**config.mk**
```make
export PLATFORM = sky130hd
export DESIGN_NAME = lottery_scheduler_top_flat
export DESIGN_NICKNAME = d
export VERILOG_FILES = /design/src/hdl/ls_pkg.sv /design/src/hdl/ls_in_if.sv /design/src/hdl/ls_out_if.sv /design/src/hdl/ls_ram.sv /design/src/hdl/ls_rem.sv /design/src/hdl/ls_ctrl.sv /design/src/hdl/lottery_scheduler_top.sv /design/src/flat_wrapper.sv
export SDC_FILE = /design/constraint.sdc
export NUM_CORES = 1
export LEC_CHECK = 0
export BUFFER_PORTS_ARGS = -buffer_cell sky130_fd_sc_hd__buf_2
export CAP_MARGIN = 20
export CORE_MARGIN = 4
export CORE_UTILIZATION = 38
export CTS_CLUSTER_SIZE = 10
export DETAILED_ROUTE_END_ITERATION = 7
export GPL_ROUTABILITY_DRIVEN = 1
export HOLD_SLACK_MARGIN = 0.03
export PLACE_DENSITY = 0.51
export SLEW_MARGIN = 15
export SYNTH_ARGS = -nofsm -noshare
export SYNTH_HDL_FRONTEND = slang
export SYNTH_SLANG_ARGS = --single-unit
```
**constraint.sdc**
```tcl
create_clock -name clk -period 13.9 [get_ports clk]
set_clock_uncertainty 0.05 [all_clocks]
set_input_delay 0.695 -clock clk [delete_from_list [all_inputs] [get_ports clk]]
set_output_delay 0.695 -clock clk [all_outputs]
set_load 0.01 [all_outputs]
```
**src/hdl/ls_pkg.sv**
```systemverilog
// Shared constants, types and helpers for the lottery scheduler.
package ls_pkg;

  // Table geometry
  localparam int SLOT_COUNT  = 16;
  localparam int TICKET_BITS = 16;
  localparam int SLOT_BITS   = $clog2(SLOT_COUNT);
  localparam int TOTAL_BITS  = TICKET_BITS + SLOT_BITS;

  // Fixed item field widths
  localparam int FIELD_SLOT_BITS = 4;
  localparam int COUNT_BITS      = 16;
  localparam int DRAW_BITS       = 31;
  localparam int DRAW_IDX_BITS   = $clog2(DRAW_BITS);
  localparam int MASK_BITS       = 16;
  localparam int MOVED_BITS      = 16;

  typedef logic [SLOT_BITS-1:0]       slot_idx_t;
  typedef logic [TICKET_BITS-1:0]     ticket_t;
  typedef logic [TOTAL_BITS-1:0]      total_t;
  typedef logic [DRAW_IDX_BITS-1:0]   draw_idx_t;

  localparam ticket_t   TICKET_MAX = '1;
  localparam slot_idx_t LAST_SLOT  = slot_idx_t'(SLOT_COUNT - 1);
  localparam draw_idx_t DRAW_TOP   = draw_idx_t'(DRAW_BITS - 1);

  typedef enum logic [1:0] {
    OP_ASSIGN   = 2'd0,
    OP_RELEASE  = 2'd1,
    OP_TRANSFER = 2'd2,
    OP_SCHEDULE = 2'd3
  } opcode_t;

  typedef enum logic [1:0] {
    ST_OK       = 2'd0,
    ST_NONE     = 2'd1,
    ST_BAD_SLOT = 2'd2
  } status_t;

  // Result of one item, handed from the sequencer to the output register
  typedef struct packed {
    logic [1:0]                 status;
    logic [FIELD_SLOT_BITS-1:0] winner_slot;
    logic                       winner_valid;
    logic [MOVED_BITS-1:0]      moved_tickets;
  } res_t;

  // Remainder unit request and response
  typedef struct packed {
    logic                 start;
    logic [DRAW_BITS-1:0] dividend;
    total_t               divisor;
  } rem_req_t;

  typedef struct packed {
    logic   busy;
    logic   done;
    total_t rem;
  } rem_rsp_t;

  function automatic logic slot_in_range(logic [FIELD_SLOT_BITS-1:0] s);
    return 32'(s) < 32'(SLOT_COUNT);
  endfunction

  function automatic slot_idx_t to_idx(logic [FIELD_SLOT_BITS-1:0] s);
    logic [31:0] w;
    w = 32'(s);
    return w[SLOT_BITS-1:0];
  endfunction

  function automatic logic [FIELD_SLOT_BITS-1:0] to_field(slot_idx_t s);
    logic [31:0] w;
    w = 32'(s);
    return w[FIELD_SLOT_BITS-1:0];
  endfunction

  // Clamp an assigned count to the ticket range
  function automatic ticket_t sat_count(logic [COUNT_BITS-1:0] c);
    logic [31:0] w;
    w = 32'(c);
    if (w > 32'(TICKET_MAX)) begin
      return TICKET_MAX;
    end
    return w[TICKET_BITS-1:0];
  endfunction

  function automatic logic [MOVED_BITS-1:0] to_moved(ticket_t t);
    logic [31:0] w;
    w = 32'(t);
    return w[MOVED_BITS-1:0];
  endfunction

endpackage

```
**src/hdl/ls_in_if.sv**
```systemverilog
// Input item channel of the lottery scheduler.
interface ls_in_if;
  logic                                  valid;
  logic                                  ready;
  logic [1:0]                            opcode;
  logic [ls_pkg::FIELD_SLOT_BITS-1:0]    slot;
  logic [ls_pkg::FIELD_SLOT_BITS-1:0]    target_slot;
  logic [ls_pkg::COUNT_BITS-1:0]         ticket_count;
  logic [ls_pkg::DRAW_BITS-1:0]          draw_value;
  logic [ls_pkg::MASK_BITS-1:0]          blocked_mask;

  modport source (
    output valid, opcode, slot, target_slot, ticket_count, draw_value, blocked_mask,
    input  ready
  );
  modport sink (
    input  valid, opcode, slot, target_slot, ticket_count, draw_value, blocked_mask,
    output ready
  );
endinterface

```
**src/hdl/ls_out_if.sv**
```systemverilog
// Result item channel of the lottery scheduler.
interface ls_out_if;
  logic                                  valid;
  logic                                  ready;
  logic [1:0]                            status;
  logic [ls_pkg::FIELD_SLOT_BITS-1:0]    winner_slot;
  logic                                  winner_valid;
  logic [ls_pkg::MOVED_BITS-1:0]         moved_tickets;

  modport source (
    output valid, status, winner_slot, winner_valid, moved_tickets,
    input  ready
  );
  modport sink (
    input  valid, status, winner_slot, winner_valid, moved_tickets,
    output ready
  );
endinterface

```
**src/hdl/ls_ram.sv**
```systemverilog
// Generic single-write, single-read RAM with registered read data.
module ls_ram #(
  parameter int WIDTH = 16,
  parameter int DEPTH = 16
) (
  input  logic                     clk,
  input  logic                     we,
  input  logic [$clog2(DEPTH)-1:0] waddr,
  input  logic [WIDTH-1:0]         wdata,
  input  logic                     re,
  input  logic [$clog2(DEPTH)-1:0] raddr,
  output logic [WIDTH-1:0]         rdata
);

  logic [WIDTH-1:0] mem [DEPTH];

  // Write port
  always_ff @(posedge clk) begin
    if (we) begin
      mem[waddr] <= wdata;
    end
  end

  // Registered read port
  always_ff @(posedge clk) begin
    if (re) begin
      rdata <= mem[raddr];
    end
  end

endmodule

```
**src/hdl/ls_rem.sv**
```systemverilog
// Iterative restoring remainder unit: one dividend bit per cycle.
module ls_rem (
  input  logic             clk,
  input  logic             rst_n,
  input  ls_pkg::rem_req_t req,
  output ls_pkg::rem_rsp_t rsp
);

  logic                         busy_r, busy_nxt;
  logic                         done_r, done_nxt;
  ls_pkg::draw_idx_t            bit_r, bit_nxt;
  logic [ls_pkg::DRAW_BITS-1:0] dividend_r, dividend_nxt;
  ls_pkg::total_t               divisor_r, divisor_nxt;
  ls_pkg::total_t               rem_r, rem_nxt;
  logic [ls_pkg::TOTAL_BITS:0]  trial;

  // Shift in the next dividend bit and subtract where it fits
  always_comb begin
    busy_nxt     = busy_r;
    done_nxt     = 1'b0;
    bit_nxt      = bit_r;
    dividend_nxt = dividend_r;
    divisor_nxt  = divisor_r;
    rem_nxt      = rem_r;
    trial        = {rem_r, dividend_r[bit_r]};
    if (req.start) begin
      busy_nxt     = 1'b1;
      bit_nxt      = ls_pkg::DRAW_TOP;
      dividend_nxt = req.dividend;
      divisor_nxt  = req.divisor;
      rem_nxt      = '0;
    end else if (busy_r) begin
      if (trial >= {1'b0, divisor_r}) begin
        trial = trial - {1'b0, divisor_r};
      end
      rem_nxt = trial[ls_pkg::TOTAL_BITS-1:0];
      if (bit_r == '0) begin
        busy_nxt = 1'b0;
        done_nxt = 1'b1;
      end else begin
        bit_nxt = bit_r - 1'b1;
      end
    end
  end

  always_ff @(posedge clk) begin
    if (!rst_n) begin
      busy_r <= 1'b0;
      done_r <= 1'b0;
    end else begin
      busy_r <= busy_nxt;
      done_r <= done_nxt;
    end
    bit_r      <= bit_nxt;
    dividend_r <= dividend_nxt;
    divisor_r  <= divisor_nxt;
    rem_r      <= rem_nxt;
  end

  assign rsp.busy = busy_r;
  assign rsp.done = done_r;
  assign rsp.rem  = rem_r;

  a_rem_below_divisor: assert property (@(posedge clk) disable iff (!rst_n)
    done_r |-> rem_r < divisor_r)
    else $error("remainder not below divisor");

  a_start_busy: assert property (@(posedge clk) disable iff (!rst_n)
    req.start |=> busy_r)
    else $error("remainder unit did not start");

endmodule

```
**src/hdl/ls_ctrl.sv**
```systemverilog
// Sequencer: decodes items, walks the ticket table and runs the draw.
module ls_ctrl (
  input  logic          clk,
  input  logic          rst_n,
  ls_in_if.sink         in_ch,
  output logic          res_valid,
  input  logic          res_ready,
  output ls_pkg::res_t  res
);

  typedef enum logic [11:0] {
    S_IDLE      = 12'b0000_0000_0001,
    S_EXEC      = 12'b0000_0000_0010,
    S_T_WRS     = 12'b0000_0000_0100,
    S_T_RDD     = 12'b0000_0000_1000,
    S_T_WRD     = 12'b0000_0001_0000,
    S_SUM       = 12'b0000_0010_0000,
    S_SUM_LAST  = 12'b0000_0100_0000,
    S_DIV       = 12'b0000_1000_0000,
    S_SCAN      = 12'b0001_0000_0000,
    S_SCAN_LAST = 12'b0010_0000_0000,
    S_SRCH      = 12'b0100_0000_0000,
    S_DONE      = 12'b1000_0000_0000
  } state_t;

  state_t                               state_r, state_nxt;
  logic [1:0]                           op_r, op_nxt;
  logic [ls_pkg::FIELD_SLOT_BITS-1:0]   slot_r, slot_nxt;
  logic [ls_pkg::FIELD_SLOT_BITS-1:0]   tgt_r, tgt_nxt;
  logic [ls_pkg::COUNT_BITS-1:0]        count_r, count_nxt;
  logic [ls_pkg::DRAW_BITS-1:0]         draw_r, draw_nxt;
  logic [ls_pkg::MASK_BITS-1:0]         mask_r, mask_nxt;
  logic [ls_pkg::SLOT_COUNT-1:0]        in_use_r, in_use_nxt;
  ls_pkg::slot_idx_t                    cnt_r, cnt_nxt;
  ls_pkg::slot_idx_t                    pick_r, pick_nxt;
  ls_pkg::slot_idx_t                    prev_r, prev_nxt;
  logic                                 pend_r, pend_nxt;
  ls_pkg::total_t                       total_r, total_nxt;
  ls_pkg::total_t                       run_r, run_nxt;
  ls_pkg::total_t                       rem_r, rem_nxt;
  ls_pkg::ticket_t                      amount_r, amount_nxt;
  ls_pkg::res_t                         res_r, res_nxt;

  logic                                 ram_we, ram_re;
  ls_pkg::slot_idx_t                    ram_waddr, ram_raddr;
  ls_pkg::ticket_t                      ram_wdata, ram_rdata;
  ls_pkg::rem_req_t                     rem_req;
  ls_pkg::rem_rsp_t                     rem_rsp;

  logic [ls_pkg::SLOT_COUNT-1:0]        runnable;
  ls_pkg::total_t                       add_val, acc_sum;
  logic                                 src_ok, tgt_ok;
  ls_pkg::slot_idx_t                    src_idx, tgt_idx;
  logic [31:0]                          have_w, count_w;
  ls_pkg::ticket_t                      amount;
  logic [ls_pkg::TICKET_BITS:0]         dst_sum;

  ls_ram #(
    .WIDTH (ls_pkg::TICKET_BITS),
    .DEPTH (ls_pkg::SLOT_COUNT)
  ) u_table (
    .clk   (clk),
    .we    (ram_we),
    .waddr (ram_waddr),
    .wdata (ram_wdata),
    .re    (ram_re),
    .raddr (ram_raddr),
    .rdata (ram_rdata)
  );

  ls_rem u_rem (
    .clk   (clk),
    .rst_n (rst_n),
    .req   (rem_req),
    .rsp   (rem_rsp)
  );

  // Runnable: in use and not blocked; slots beyond the mask are never blocked
  for (genvar j = 0; j < ls_pkg::SLOT_COUNT; j++) begin : g_run
    if (j < ls_pkg::MASK_BITS) begin : g_masked
      assign runnable[j] = in_use_r[j] & ~mask_r[j % ls_pkg::MASK_BITS];
    end else begin : g_free
      assign runnable[j] = in_use_r[j];
    end
  end

  assign src_ok  = ls_pkg::slot_in_range(slot_r);
  assign tgt_ok  = ls_pkg::slot_in_range(tgt_r);
  assign src_idx = ls_pkg::to_idx(slot_r);
  assign tgt_idx = ls_pkg::to_idx(tgt_r);

  // Table data returned for the slot read last cycle, zero when not in use
  assign add_val = (pend_r && in_use_r[prev_r]) ? ls_pkg::total_t'(ram_rdata) : '0;

  // Transfer amount: no more than the source holds
  assign have_w  = 32'(ram_rdata);
  assign count_w = 32'(count_r);
  assign amount  = (count_w < have_w) ? count_w[ls_pkg::TICKET_BITS-1:0] : ram_rdata;
  assign dst_sum = {1'b0, ram_rdata} + {1'b0, amount_r};

  always_comb begin
    state_nxt  = state_r;
    op_nxt     = op_r;
    slot_nxt   = slot_r;
    tgt_nxt    = tgt_r;
    count_nxt  = count_r;
    draw_nxt   = draw_r;
    mask_nxt   = mask_r;
    in_use_nxt = in_use_r;
    cnt_nxt    = cnt_r;
    pick_nxt   = pick_r;
    prev_nxt   = prev_r;
    pend_nxt   = 1'b0;
    total_nxt  = total_r;
    run_nxt    = run_r;
    rem_nxt    = rem_r;
    amount_nxt = amount_r;
    res_nxt    = res_r;
    ram_we     = 1'b0;
    ram_waddr  = src_idx;
    ram_wdata  = '0;
    ram_re     = 1'b0;
    ram_raddr  = cnt_r;
    rem_req    = '0;
    acc_sum    = '0;

    unique case (state_r)
      // Take the next item
      S_IDLE: begin
        if (in_ch.valid) begin
          op_nxt    = in_ch.opcode;
          slot_nxt  = in_ch.slot;
          tgt_nxt   = in_ch.target_slot;
          count_nxt = in_ch.ticket_count;
          draw_nxt  = in_ch.draw_value;
          mask_nxt  = in_ch.blocked_mask;
          state_nxt = S_EXEC;
        end
      end

      // Decode and start the operation
      S_EXEC: begin
        res_nxt        = '0;
        res_nxt.status = ls_pkg::ST_OK;
        state_nxt      = S_DONE;
        case (op_r)
          ls_pkg::OP_ASSIGN: begin
            if (!src_ok) begin
              res_nxt.status = ls_pkg::ST_BAD_SLOT;
            end else begin
              ram_we              = 1'b1;
              ram_waddr           = src_idx;
              ram_wdata           = ls_pkg::sat_count(count_r);
              in_use_nxt[src_idx] = 1'b1;
            end
          end
          ls_pkg::OP_RELEASE: begin
            if (!src_ok) begin
              res_nxt.status = ls_pkg::ST_BAD_SLOT;
            end else begin
              in_use_nxt[src_idx] = 1'b0;
            end
          end
          ls_pkg::OP_TRANSFER: begin
            if (!src_ok || !tgt_ok || !in_use_r[src_idx] || !in_use_r[tgt_idx]) begin
              res_nxt.status = ls_pkg::ST_BAD_SLOT;
            end else begin
              ram_re    = 1'b1;
              ram_raddr = src_idx;
              state_nxt = S_T_WRS;
            end
          end
          default: begin
            cnt_nxt   = '0;
            total_nxt = '0;
            state_nxt = S_SUM;
          end
        endcase
      end

      // Debit the source
      S_T_WRS: begin
        amount_nxt = amount;
        ram_we     = 1'b1;
        ram_waddr  = src_idx;
        ram_wdata  = ram_rdata - amount;
        state_nxt  = S_T_RDD;
      end

      // Read the destination after the debit has landed
      S_T_RDD: begin
        ram_re    = 1'b1;
        ram_raddr = tgt_idx;
        state_nxt = S_T_WRD;
      end

      // Credit the destination, saturating
      S_T_WRD: begin
        ram_we    = 1'b1;
        ram_waddr = tgt_idx;
        ram_wdata = dst_sum[ls_pkg::TICKET_BITS] ? ls_pkg::TICKET_MAX
                                                 : dst_sum[ls_pkg::TICKET_BITS-1:0];
        res_nxt.moved_tickets = ls_pkg::to_moved(amount_r);
        state_nxt = S_DONE;
      end

      // Sum tickets of slots in use, one read per cycle
      S_SUM: begin
        ram_re    = 1'b1;
        ram_raddr = cnt_r;
        prev_nxt  = cnt_r;
        pend_nxt  = 1'b1;
        total_nxt = total_r + add_val;
        if (cnt_r == ls_pkg::LAST_SLOT) begin
          state_nxt = S_SUM_LAST;
        end else begin
          cnt_nxt = cnt_r + 1'b1;
        end
      end

      // Fold in the last slot and start the remainder
      S_SUM_LAST: begin
        acc_sum   = total_r + add_val;
        total_nxt = acc_sum;
        if (acc_sum == '0) begin
          res_nxt.status = ls_pkg::ST_NONE;
          state_nxt      = S_DONE;
        end else begin
          rem_req.start    = 1'b1;
          rem_req.dividend = draw_r;
          rem_req.divisor  = acc_sum;
          state_nxt        = S_DIV;
        end
      end

      // Wait for draw modulo total
      S_DIV: begin
        if (rem_rsp.done) begin
          rem_nxt   = rem_rsp.rem;
          cnt_nxt   = '0;
          run_nxt   = '0;
          state_nxt = S_SCAN;
        end
      end

      // Running sum until it exceeds the remainder
      S_SCAN: begin
        ram_re    = 1'b1;
        ram_raddr = cnt_r;
        prev_nxt  = cnt_r;
        pend_nxt  = 1'b1;
        acc_sum   = run_r + add_val;
        run_nxt   = acc_sum;
        if (pend_r && in_use_r[prev_r] && acc_sum > rem_r) begin
          pick_nxt  = prev_r;
          cnt_nxt   = '0;
          pend_nxt  = 1'b0;
          state_nxt = S_SRCH;
        end else if (cnt_r == ls_pkg::LAST_SLOT) begin
          state_nxt = S_SCAN_LAST;
        end else begin
          cnt_nxt = cnt_r + 1'b1;
        end
      end

      // Last slot must hold the crossing point
      S_SCAN_LAST: begin
        pick_nxt  = prev_r;
        cnt_nxt   = '0;
        state_nxt = S_SRCH;
      end

      // Circular search for a runnable slot from the pick
      S_SRCH: begin
        if (runnable[pick_r]) begin
          res_nxt.winner_slot  = ls_pkg::to_field(pick_r);
          res_nxt.winner_valid = 1'b1;
          state_nxt            = S_DONE;
        end else if (cnt_r == ls_pkg::LAST_SLOT) begin
          res_nxt.status = ls_pkg::ST_NONE;
          state_nxt      = S_DONE;
        end else begin
          pick_nxt = (pick_r == ls_pkg::LAST_SLOT) ? '0 : pick_r + 1'b1;
          cnt_nxt  = cnt_r + 1'b1;
        end
      end

      // Hand the result to the output register
      S_DONE: begin
        if (res_ready) begin
          state_nxt = S_IDLE;
        end
      end

      default: begin
        state_nxt = S_IDLE;
      end
    endcase
  end

  always_ff @(posedge clk) begin
    if (!rst_n) begin
      state_r  <= S_IDLE;
      in_use_r <= '0;
      pend_r   <= 1'b0;
    end else begin
      state_r  <= state_nxt;
      in_use_r <= in_use_nxt;
      pend_r   <= pend_nxt;
    end
    op_r     <= op_nxt;
    slot_r   <= slot_nxt;
    tgt_r    <= tgt_nxt;
    count_r  <= count_nxt;
    draw_r   <= draw_nxt;
    mask_r   <= mask_nxt;
    cnt_r    <= cnt_nxt;
    pick_r   <= pick_nxt;
    prev_r   <= prev_nxt;
    total_r  <= total_nxt;
    run_r    <= run_nxt;
    rem_r    <= rem_nxt;
    amount_r <= amount_nxt;
    res_r    <= res_nxt;
  end

  assign in_ch.ready = (state_r == S_IDLE);
  assign res_valid   = (state_r == S_DONE);
  assign res         = res_r;

  a_accept_exec: assert property (@(posedge clk) disable iff (!rst_n)
    in_ch.valid && in_ch.ready |=> state_r == S_EXEC)
    else $error("accepted item not decoded");

  a_winner_ok: assert property (@(posedge clk) disable iff (!rst_n)
    res_valid && res_r.winner_valid |->
      res_r.status == ls_pkg::ST_OK && op_r == ls_pkg::OP_SCHEDULE)
    else $error("winner reported outside a successful schedule");

  a_rem_idle_start: assert property (@(posedge clk) disable iff (!rst_n)
    rem_req.start |-> !rem_rsp.busy)
    else $error("remainder started while busy");

  a_write_states: assert property (@(posedge clk) disable iff (!rst_n)
    ram_we |-> state_r == S_EXEC || state_r == S_T_WRS || state_r == S_T_WRD)
    else $error("table written outside a write step");

endmodule

```
**src/hdl/lottery_scheduler_top.sv**
```systemverilog
// Top level of the lottery scheduler: sequencer, ticket table and output register.
//
// One item at a time. Assign and release complete in the decode step, and the
// result is then offered. Transfer reads the source, debits it, reads the
// destination and credits it through the table's one write and one read
// port, then offers the result. Schedule walks the ticket table through its
// one read port to sum it, reduces the draw in the remainder unit at one bit
// a cycle, walks the table again for the winner and searches circularly for
// a runnable slot. The result is offered, and held until the output register
// takes it, before the next item can be taken.
// A finished result sits in the output register, so the next item is taken
// while it waits to be read.
module lottery_scheduler_top (
  input  logic      clk,
  input  logic      rst_n,
  ls_in_if.sink     in_ch,
  ls_out_if.source  out_ch
);

  logic          res_valid;
  logic          res_ready;
  ls_pkg::res_t  res;
  logic          out_valid_r, out_valid_nxt;
  ls_pkg::res_t  out_res_r, out_res_nxt;

  ls_ctrl u_ctrl (
    .clk       (clk),
    .rst_n     (rst_n),
    .in_ch     (in_ch),
    .res_valid (res_valid),
    .res_ready (res_ready),
    .res       (res)
  );

  // Output register: load when empty or being drained
  assign res_ready = !out_valid_r || out_ch.ready;

  always_comb begin
    out_valid_nxt = out_valid_r;
    out_res_nxt   = out_res_r;
    if (out_valid_r && out_ch.ready) begin
      out_valid_nxt = 1'b0;
    end
    if (res_valid && res_ready) begin
      out_valid_nxt = 1'b1;
      out_res_nxt   = res;
    end
  end

  always_ff @(posedge clk) begin
    if (!rst_n) begin
      out_valid_r <= 1'b0;
    end else begin
      out_valid_r <= out_valid_nxt;
    end
    out_res_r <= out_res_nxt;
  end

  assign out_ch.valid         = out_valid_r;
  assign out_ch.status        = out_res_r.status;
  assign out_ch.winner_slot   = out_res_r.winner_slot;
  assign out_ch.winner_valid  = out_res_r.winner_valid;
  assign out_ch.moved_tickets = out_res_r.moved_tickets;

endmodule

```
**src/flat_wrapper.sv**
```systemverilog
// flat-port wrapper written by rule: the top's interface ports become plain ports
module lottery_scheduler_top_flat 
  (clk, rst_n, in_ch_valid, in_ch_opcode, in_ch_slot, in_ch_target_slot, in_ch_ticket_count, in_ch_draw_value, in_ch_blocked_mask, in_ch_ready, out_ch_valid, out_ch_status, out_ch_winner_slot, out_ch_winner_valid, out_ch_moved_tickets, out_ch_ready);
  ls_in_if in_ch_i ();
  ls_out_if out_ch_i ();
  input  logic clk;
  input  logic rst_n;
  input wire logic [$bits(in_ch_i.valid)-1:0] in_ch_valid;
  input wire logic [$bits(in_ch_i.opcode)-1:0] in_ch_opcode;
  input wire logic [$bits(in_ch_i.slot)-1:0] in_ch_slot;
  input wire logic [$bits(in_ch_i.target_slot)-1:0] in_ch_target_slot;
  input wire logic [$bits(in_ch_i.ticket_count)-1:0] in_ch_ticket_count;
  input wire logic [$bits(in_ch_i.draw_value)-1:0] in_ch_draw_value;
  input wire logic [$bits(in_ch_i.blocked_mask)-1:0] in_ch_blocked_mask;
  output wire logic [$bits(in_ch_i.ready)-1:0] in_ch_ready;
  output wire logic [$bits(out_ch_i.valid)-1:0] out_ch_valid;
  output wire logic [$bits(out_ch_i.status)-1:0] out_ch_status;
  output wire logic [$bits(out_ch_i.winner_slot)-1:0] out_ch_winner_slot;
  output wire logic [$bits(out_ch_i.winner_valid)-1:0] out_ch_winner_valid;
  output wire logic [$bits(out_ch_i.moved_tickets)-1:0] out_ch_moved_tickets;
  input wire logic [$bits(out_ch_i.ready)-1:0] out_ch_ready;
  assign in_ch_i.valid = in_ch_valid;
  assign in_ch_i.opcode = in_ch_opcode;
  assign in_ch_i.slot = in_ch_slot;
  assign in_ch_i.target_slot = in_ch_target_slot;
  assign in_ch_i.ticket_count = in_ch_ticket_count;
  assign in_ch_i.draw_value = in_ch_draw_value;
  assign in_ch_i.blocked_mask = in_ch_blocked_mask;
  assign in_ch_ready = in_ch_i.ready;
  assign out_ch_valid = out_ch_i.valid;
  assign out_ch_status = out_ch_i.status;
  assign out_ch_winner_slot = out_ch_i.winner_slot;
  assign out_ch_winner_valid = out_ch_i.winner_valid;
  assign out_ch_moved_tickets = out_ch_i.moved_tickets;
  assign out_ch_i.ready = out_ch_ready;
  lottery_scheduler_top u_core (.clk(clk), .rst_n(rst_n), .in_ch(in_ch_i), .out_ch(out_ch_i));
endmodule
```
==> results of run 1 <==
==> registers in the layout, indices dropped and copies added, names as in the netlist, 12 cells and up, named ones only <==
register	count
u_core.u_ctrl.count_r	16
u_core.u_ctrl.rem_r	20
u_core.u_ctrl.total_r	20
u_core.u_ctrl.res	23
u_core.out_ch.moved_tickets	16
u_core.u_ctrl.u_table.rdata	16
u_core.u_ctrl.u_rem.dividend_r	31
u_core.u_ctrl.amount_r	16
u_core.u_ctrl.u_rem.rem_r	20
u_core.u_ctrl.u_table.mem	256
u_core.u_ctrl.draw_r	31
u_core.u_ctrl.u_rem.divisor_r	20
u_core.u_ctrl.run_r	20
u_core.u_ctrl.state_r	12
u_core.u_ctrl.mask_r	16
==> worst register-to-register path: cells and delay by family (launching register included) <==
family	cells	cell delay (ns)
xor gates and xnor gates	1	0.15
DFF	1	0.47
and+or+nand+nor	10	1.94
AOI/OAI and AO/OA	12	2.92
buffers and inverters	2	0.28
adders and majority gates	3	0.75
muxes	2	0.84
==> worst max path at each step <==
stage | endpoint | startpoint | cells past startpoint
final | u_core.u_ctrl.state_r[0] | u_core.u_ctrl.prev_r[2] | 30
after global routing | u_core.u_ctrl.state_r[0] | u_core.u_ctrl.prev_r[2] | 30
after CTS | u_core.u_ctrl.state_r[0] | u_core.u_ctrl.prev_r[2] | 30
after detailed placement | u_core.u_ctrl.state_r[0] | u_core.u_ctrl.prev_r[2] | 30
after global placement | u_core.u_ctrl.state_r[0] | u_core.u_ctrl.prev_r[2] | 30
after floorplan | u_core.u_ctrl.state_r[0] | u_core.u_ctrl.prev_r[0] | 28
==> routing by layer <==
layer,part of all wire (%),wire (um)
met1,46,34900
met3,4.6,3460
met2,46,34900
met4,3.1,2320
met5,0,0
==> placed cells by master, fill, tap and decap left out, drive strengths merged, types with 38 or more instances in the layout <==
| cell type | instances |
|---|---|
| a31oi | 38 |
| and2 | 116 |
| a21o | 47 |
| xor2 | 40 |
| nor2 | 209 |
| buf | 133 |
| mux2 | 43 |
| edfxtp | 530 |
| o21ai | 84 |
| xnor2 | 40 |
| nor3 | 46 |
| inv | 124 |
| a21oi | 99 |
| clkbuf | 100 |
| mux2i | 42 |
| ha | 120 |
| dfxtp | 57 |
| nand2 | 187 |
| a211oi | 49 |
| nand3 | 45 |
==> layout make-up <==
class | instances | area (sq um)
clock buffer | 100 | 1980
clock inverter | 12 | 68.8
fill | 6884 | 42100
inverter | 121 | 454
multi-input combinational | 1532 | 10800
sequential | 587 | 17100
tap | 969 | 1210
timing repair buffer | 133 | 768
==> through the flow <==
step | power (mW) | cells
floorplan | 2.36 | 2334
global placement | 2.48 | 3338
detailed placement | 2.49 | 3341
CTS | 4.18 | 3453
global route | 4.30 | 3454
finish | 4.13 | 3454
==> logic make-up after synthesis <==
kind of cell             synth area share [%]
multiplexers                             4.98
AO/OA/AOI/OAI                            12.0
AND/OR/NAND/NOR                          12.2
XOR/XNOR                                 2.45
adder cells (fa/ha/maj)                  5.61
flip-flops                               59.7
buffers and inverters                    3.03
==> power by group <==
part	total, mW	switching [mW]	internal (mW)
clock network	1.68	0.694	0.983
logic	0.376	0.244	0.132
registers	2.07	0.0563	2.02
total	4.13	0.995	3.13
==> flow_summary.yaml, run 1 <==
run_status:
  status: "completed"
global_route:
  grt_pass1_wl_mm: 114
  met1_usage_pct: 26.3
  antenna_found_initial: 1
  grt_max_degree: 85
  grt_util_all_layers_pct: 18.9
  gr-max-usage-layer: "met2"
  grt_use_met3_pct: 2.72
  grt.met2_usage_pct: 30.6
  first_global_vias: 18600
  gr-total-overflow: 0
clock_tree:
  insertion_delay_ns: 0.60
  htreeDepth: 3
  cts_resized: 0
  postCtsHoldBufs: 0
  cts_root_buf: "clkbuf_16"
  postCtsSetupBuffers: 0
  clk_path_buf_depth: 3
  cts_buffers: 72
  clock-sinks: 587
  path_clk_slew_ns: 0.06
  cts_tree: "done"
yosys:
  yosys.area.top_type_share_pct: 55.7
  yosys_warnings: 0
  yosysMostFrequentCell: "edfxtp_1"
  syn_nets: 2536
  yosysUniqueCellTypes: 79
  async_flop_share_pct: 0
  yosysTopAreaCell: "edfxtp_1"
  syn_inst: 2334
  ys_top_cells_by_area: "edfxtp_1 (56%), ha_1 (5.3%), dfxtp_1 (4.0%), nor2_1 (2.7%), and2_1 (2.5%)"
  synth_flop_cell: "edfxtp_1"
  synth_common_cells: "edfxtp_1 (530), nor2_1 (208), nand2_1 (187), ha_1 (120), inv_1 (120)"
  syn_area_sq_um: 28600
  synth_edf_count: 530
  synth-seq-area-share_pct: 59.7
  ys_seq_elements: 587
  avgSynthCellArea_sq_um: 12.2
power:
  ir_drop_uv: 96.3
  power_density_nw_per_um2: 128
  p_leak_nw: 12.4
sta:
  tns_ns: 0
  hold_violations: 0
  whs_ns: 0.218
  rsz0062_at_grt: "no"
  worstMarginPinSlew_ns: 1.11
  finalWorstSetupSlack_ns: 6.41
  min_period_ns: 7.49
  fin_crit_sh_pct: 53.9
  finalSetupViolCount: 0
  fmaxAchievable_mhz: 133
  slew_viol_final: 0
  maxSlewHeadroom_pct: 26.2
worst_setup_path:
  cpMaxStageDelayCell: "a2111oi_0"
  crit_fanout: 16
  r2r-start: "u_core.u_ctrl.prev_r[2]"
  crit_family: "compound AO/OA/AOI/OAI gates"
  critPathBufInv: 2
  cp-start-kind: "register"
  rr_endpoint: "u_core.u_ctrl.state_r[0]"
  r2r_cells: 30
  critPathCaptureType: "register"
  cp_common_cell: "and3_1"
  arrival_ns: 7.91
  crit_type: "register to register"
  critPathRequiredTime_ns: 14.32
  max_stage_delay_ns: 0.67
  rrSetupSlack_ns: 6.41
placed_design:
  dp_slack_ns: 6.44
  numPortBuffers: 101
  dp_hpwl_mm: 51.8
  globalplace.congestion: 0.890
  placed_area_sq_um: 30300
route:
  drc_errors: 0
  drt_iter0_markers: 1372
  ant_nets: 0
  finalWirelength_mm: 75.7
  wl_per_cell_um: 21.9
  vias: 18800
  firstDrtPassIters: 5
  viasPerCell: 5.43
floorplanning:
  io_pins: 102
  core-area_sq_um: 74400
  die_h_um: 282
  die_area_sq_um: 79600
  fp.dieW_um: 282
  start_util_pct: 38.4
  fp-row-count: 100
final_layout:
  drive_gt1_share_pct: 13.5
  final_cell_area_sq_um: 32300
  fin_nets: 2649
  final_util_pct: 43.4
  diodes: 0
  syn_to_final_growth_pct: 13.2
job:
  cap_violations: 0
worst_hold_path:
  hold_depth: 1
  worstHoldPathType: "primary input to register"
  hold-path-endpoint: "u_core.u_ctrl.count_r[15]"
  min-delay-start: "in_ch_ticket_count[15]"
(Power assumes the default switching activity.)
==> run 2, diff against run 1 <==
--- a/config.mk
+++ b/config.mk
@@ -5,6 +5,7 @@
 export SDC_FILE = /design/constraint.sdc
 export NUM_CORES = 1
 export LEC_CHECK = 0
+export ABC_AREA = 1
 export BUFFER_PORTS_ARGS = -buffer_cell sky130_fd_sc_hd__buf_2
 export CAP_MARGIN = 20
 export CORE_MARGIN = 4
==> constraint.sdc (replaced) <==
create_clock -name clk -period 7 [get_ports clk]
set_clock_uncertainty 0.05 [all_clocks]
set_input_delay 0.35 -clock clk [delete_from_list [all_inputs] [get_ports clk]]
set_output_delay 0.35 -clock clk [all_outputs]
set_load 0.01 [all_outputs]
==> run 2 against run 1 <==
Total power up 130%. Design area is 3.2% higher. Register-to-register slack got worse by 5.8 ns. Maximum frequency is 17% higher. Non-clock buffer count increased by 92. Area after synthesis is 0.39% higher. Critical path type unchanged. Largest cell class unchanged. Largest power group unchanged.
==> flow_summary.yaml, run 2 <==
run_status:
  status: "completed"
worst_setup_path:
  cpMaxStageDelayCell: "edfxtp_1"
  crit_type: "register to register"
  crit_fanout: 9
  max_stage_delay_ns: 0.55
  critPathBufInv: 4
  cp-start-kind: "register"
  crit_family: "simple AND/OR/NAND/NOR gates"
  arrival_ns: 6.88
  critPathCaptureType: "register"
  cp_common_cell: "nand2_1"
  critPathRequiredTime_ns: 7.50
yosys:
  yosys.area.top_type_share_pct: 55.5
  yosysTopAreaCell: "edfxtp_1"
  synth_common_cells: "edfxtp_1 (530), inv_1 (450), nand2_1 (371), nor2_1 (256), a21oi_1 (239)"
  avgSynthCellArea_sq_um: 10.1
  synth-seq-area-share_pct: 59.5
  synth_compound_area_share_pct: 11.6
  syn_inst: 2836
  synth_xor_area_share_pct: 1.68
  synth_edf_count: 530
  yosysMostFrequentCell: "edfxtp_1"
  async_flop_share_pct: 0
  synth.area.mux_share_pct: 0
  yosysUniqueCellTypes: 55
  synth_flop_cell: "edfxtp_1"
  syn_area_sq_um: 28700
  ys_top_cells_by_area: "edfxtp_1 (56%), inv_1 (5.9%), ha_1 (5.2%), nand2_1 (4.9%), a21oi_1 (4.2%)"
  synth_top_family_by_area: "simple AND/OR/NAND/NOR gates"
  synth-simple-area-share_pct: 14.1
  ys_seq_elements: 587
  syn_nets: 3038
  synth_fa_ha_area_share_pct: 5.59
  yosys_warnings: 0
placed_design:
  dp_hpwl_mm: 53.4
  numPortBuffers: 101
  globalplace.congestion: 0.910
clock_tree:
  cts_tree: "done"
  clk_path_buf_depth: 3
  cts_root_buf: "clkbuf_16"
  htreeDepth: 3
  cts_buffers: 71
  clock-sinks: 587
  postCtsSetupBuffers: 0
  path_clk_slew_ns: 0.06
  insertion_delay_ns: 0.63
sta:
  whs_ns: 0.372
  rsz0062_at_grt: "no"
  maxSlewHeadroom_pct: 26.1
  slew_viol_final: 0
  worstMarginPinSlew_ns: 1.11
  min_period_ns: 6.38
  fmaxAchievable_mhz: 157
  fin_crit_sh_pct: 91.1
  finalSetupViolCount: 0
  hold_violations: 0
  tns_ns: 0
global_route:
  met1_usage_pct: 25.9
  grt_max_degree: 112
  antenna_found_initial: 1
  gr-max-usage-layer: "met2"
  grt_use_met3_pct: 2.92
  first_global_vias: 20300
  gr-total-overflow: 0
  grt.met2_usage_pct: 32.3
  grt_pass1_wl_mm: 119
  grt_util_all_layers_pct: 19.4
route:
  viasPerCell: 5.17
  wl_per_cell_um: 19.3
  ant_nets: 0
  drc_errors: 0
  firstDrtPassIters: 5
  drt_iter0_markers: 1393
  finalWirelength_mm: 78.2
  vias: 21000
job:
  cap_violations: 0
final_layout:
  largest_reg_flops: 256
  seq_area_sq_um: 17100
  diodes: 0
  multi_input_area_sq_um: 9600
  syn_to_final_growth_pct: 16.4
  drive_gt1_share_pct: 9.79
  n_fill_cell: 7104
  final_common_cell: "edfxtp_1"
  final_cell_mix: "edfxtp_1 (530), inv_1 (450), nand2_1 (371)"
  fin_nets: 3246
  largest_register: "u_core.u_ctrl.u_table.mem"
  top_regs: "u_core.u_ctrl.u_table.mem: 256 flops, u_core.u_ctrl.draw_r: 31 flops, u_core.u_ctrl.u_rem.dividend_r: 31 flops"
floorplanning:
  core-area_sq_um: 74600
  start_util_pct: 38.4
  fp-row-count: 100
  die_h_um: 283
  die_area_sq_um: 79900
  io_pins: 102
  fp.dieW_um: 283
power:
  seqPwrFrac_pct: 45.6
  ir_drop_uv: 193
  power_density_nw_per_um2: 279
  switching_power_mw: 2.78
  p_sw_share_pct: 29.8
  p_leak_nw: 13.7
  combPwrFrac_pct: 18.2
  pwr-share-clk_pct: 36.2
  p_int_mw: 6.53
worst_hold_path:
  worstHoldPathType: "register to register"
run 2: changes by cell type after synthesis, sizes merged, moves of 35 or more:
cell and delta:
nor2 +68, mux2i -42, mux2 -43, a211oi -45, o211ai +68, and2 -111
nand2 +189, nand3 +151, inv +333, a21oi +143, a21o -43, o21ai +104
a31oi -35
run 2: worst paths after layout:
kind / from / end / slack, ns / depth (start not counted)
setup / recovery: u_core.u_ctrl.prev_r[0] / u_core.u_ctrl.state_r[8] / 0.62 / 39
hold reg to reg: u_core.u_ctrl.res[11] / u_core.out_ch.moved_tickets[11] / 0.37 / 0
hold / removal: u_core.u_ctrl.res[11] / u_core.out_ch.moved_tickets[11] / 0.37 / 0
setup reg to reg: u_core.u_ctrl.prev_r[0] / u_core.u_ctrl.state_r[8] / 0.62 / 39
run 2: metrics by stage:
step           area, sq um  cells  total power, mW  setup slack (ns)  util (%)
6_report             33400   4054             9.31             0.621      44.8
4_1_cts              33300   4053             9.40             0.552      44.7
2_1_floorplan        28700   2836             5.40              1.84         -
3_3_place_gp         30500   3862             5.93             0.863      40.8
5_1_grt              33400   4054             9.78            0.0550      44.8
3_5_place_dp         30500   3864             5.96             0.603      40.9
run 2: layout make-up:
| cell class | instances | area share (%) |
|---|---|---|
| inverters | 458 | 5.17 |
| clock buffers | 102 | 5.80 |
| flip-flops and latches | 587 | 51.1 |
| repair buffers | 225 | 5.02 |
| multi-input cells | 1701 | 28.8 |
| well taps | 969 | 3.63 |
| clock inverters | 12 | 0.510 |
run 2: worst register-to-register path: cells and delay by family (launching register included):
| family | cells | cell delay (ns) |
|---|---|---|
| AND/OR/NAND/NOR | 22 | 2.41 |
| AO/OA/AOI/OAI | 10 | 1.98 |
| adder cells (fa/ha/maj) | 3 | 0.92 |
| flip-flops | 1 | 0.55 |
| buffers and inverters | 4 | 0.41 |
run 2: what timing repair did:
action                     4_1_cts  5_1_grt
resized for setup                0        1
setup endpoints to repair        0        3
hold endpoints to repair        75        0
hold buffers                    75        0
run 2: kinds of logic (layout without fill, tap and decap cells):
family                     count (synthesis)  after routing
and+or+nand+nor                          942            942
xor gates and xnor gates                  55             55
DFF                                      587            587
buffers and inverters                    548            797
AOI/OAI and AO/OA                        579            579
adders and majority gates                125            125
run 2: layer usage:
metal / wire length, um / vias to the layer above
li1: - / 10200
met1: 34900 / 10000
met2: 36800 / 530
met3: 3810 / 145
met4: 2710 / 0
met5: 0 / -
run 2: power groups by stage:
| stage | logic, mW | registers (mW) | clock network (mW) |
|---|---|---|---|
| floorplan | 1.16 | 4.24 | 0 |
| global placement | 1.61 | 4.32 | 0 |
| detailed placement | 1.64 | 4.31 | 0 |
| CTS | 1.68 | 4.24 | 3.47 |
| global route | 1.90 | 4.26 | 3.62 |
| finish | 1.69 | 4.24 | 3.37 |
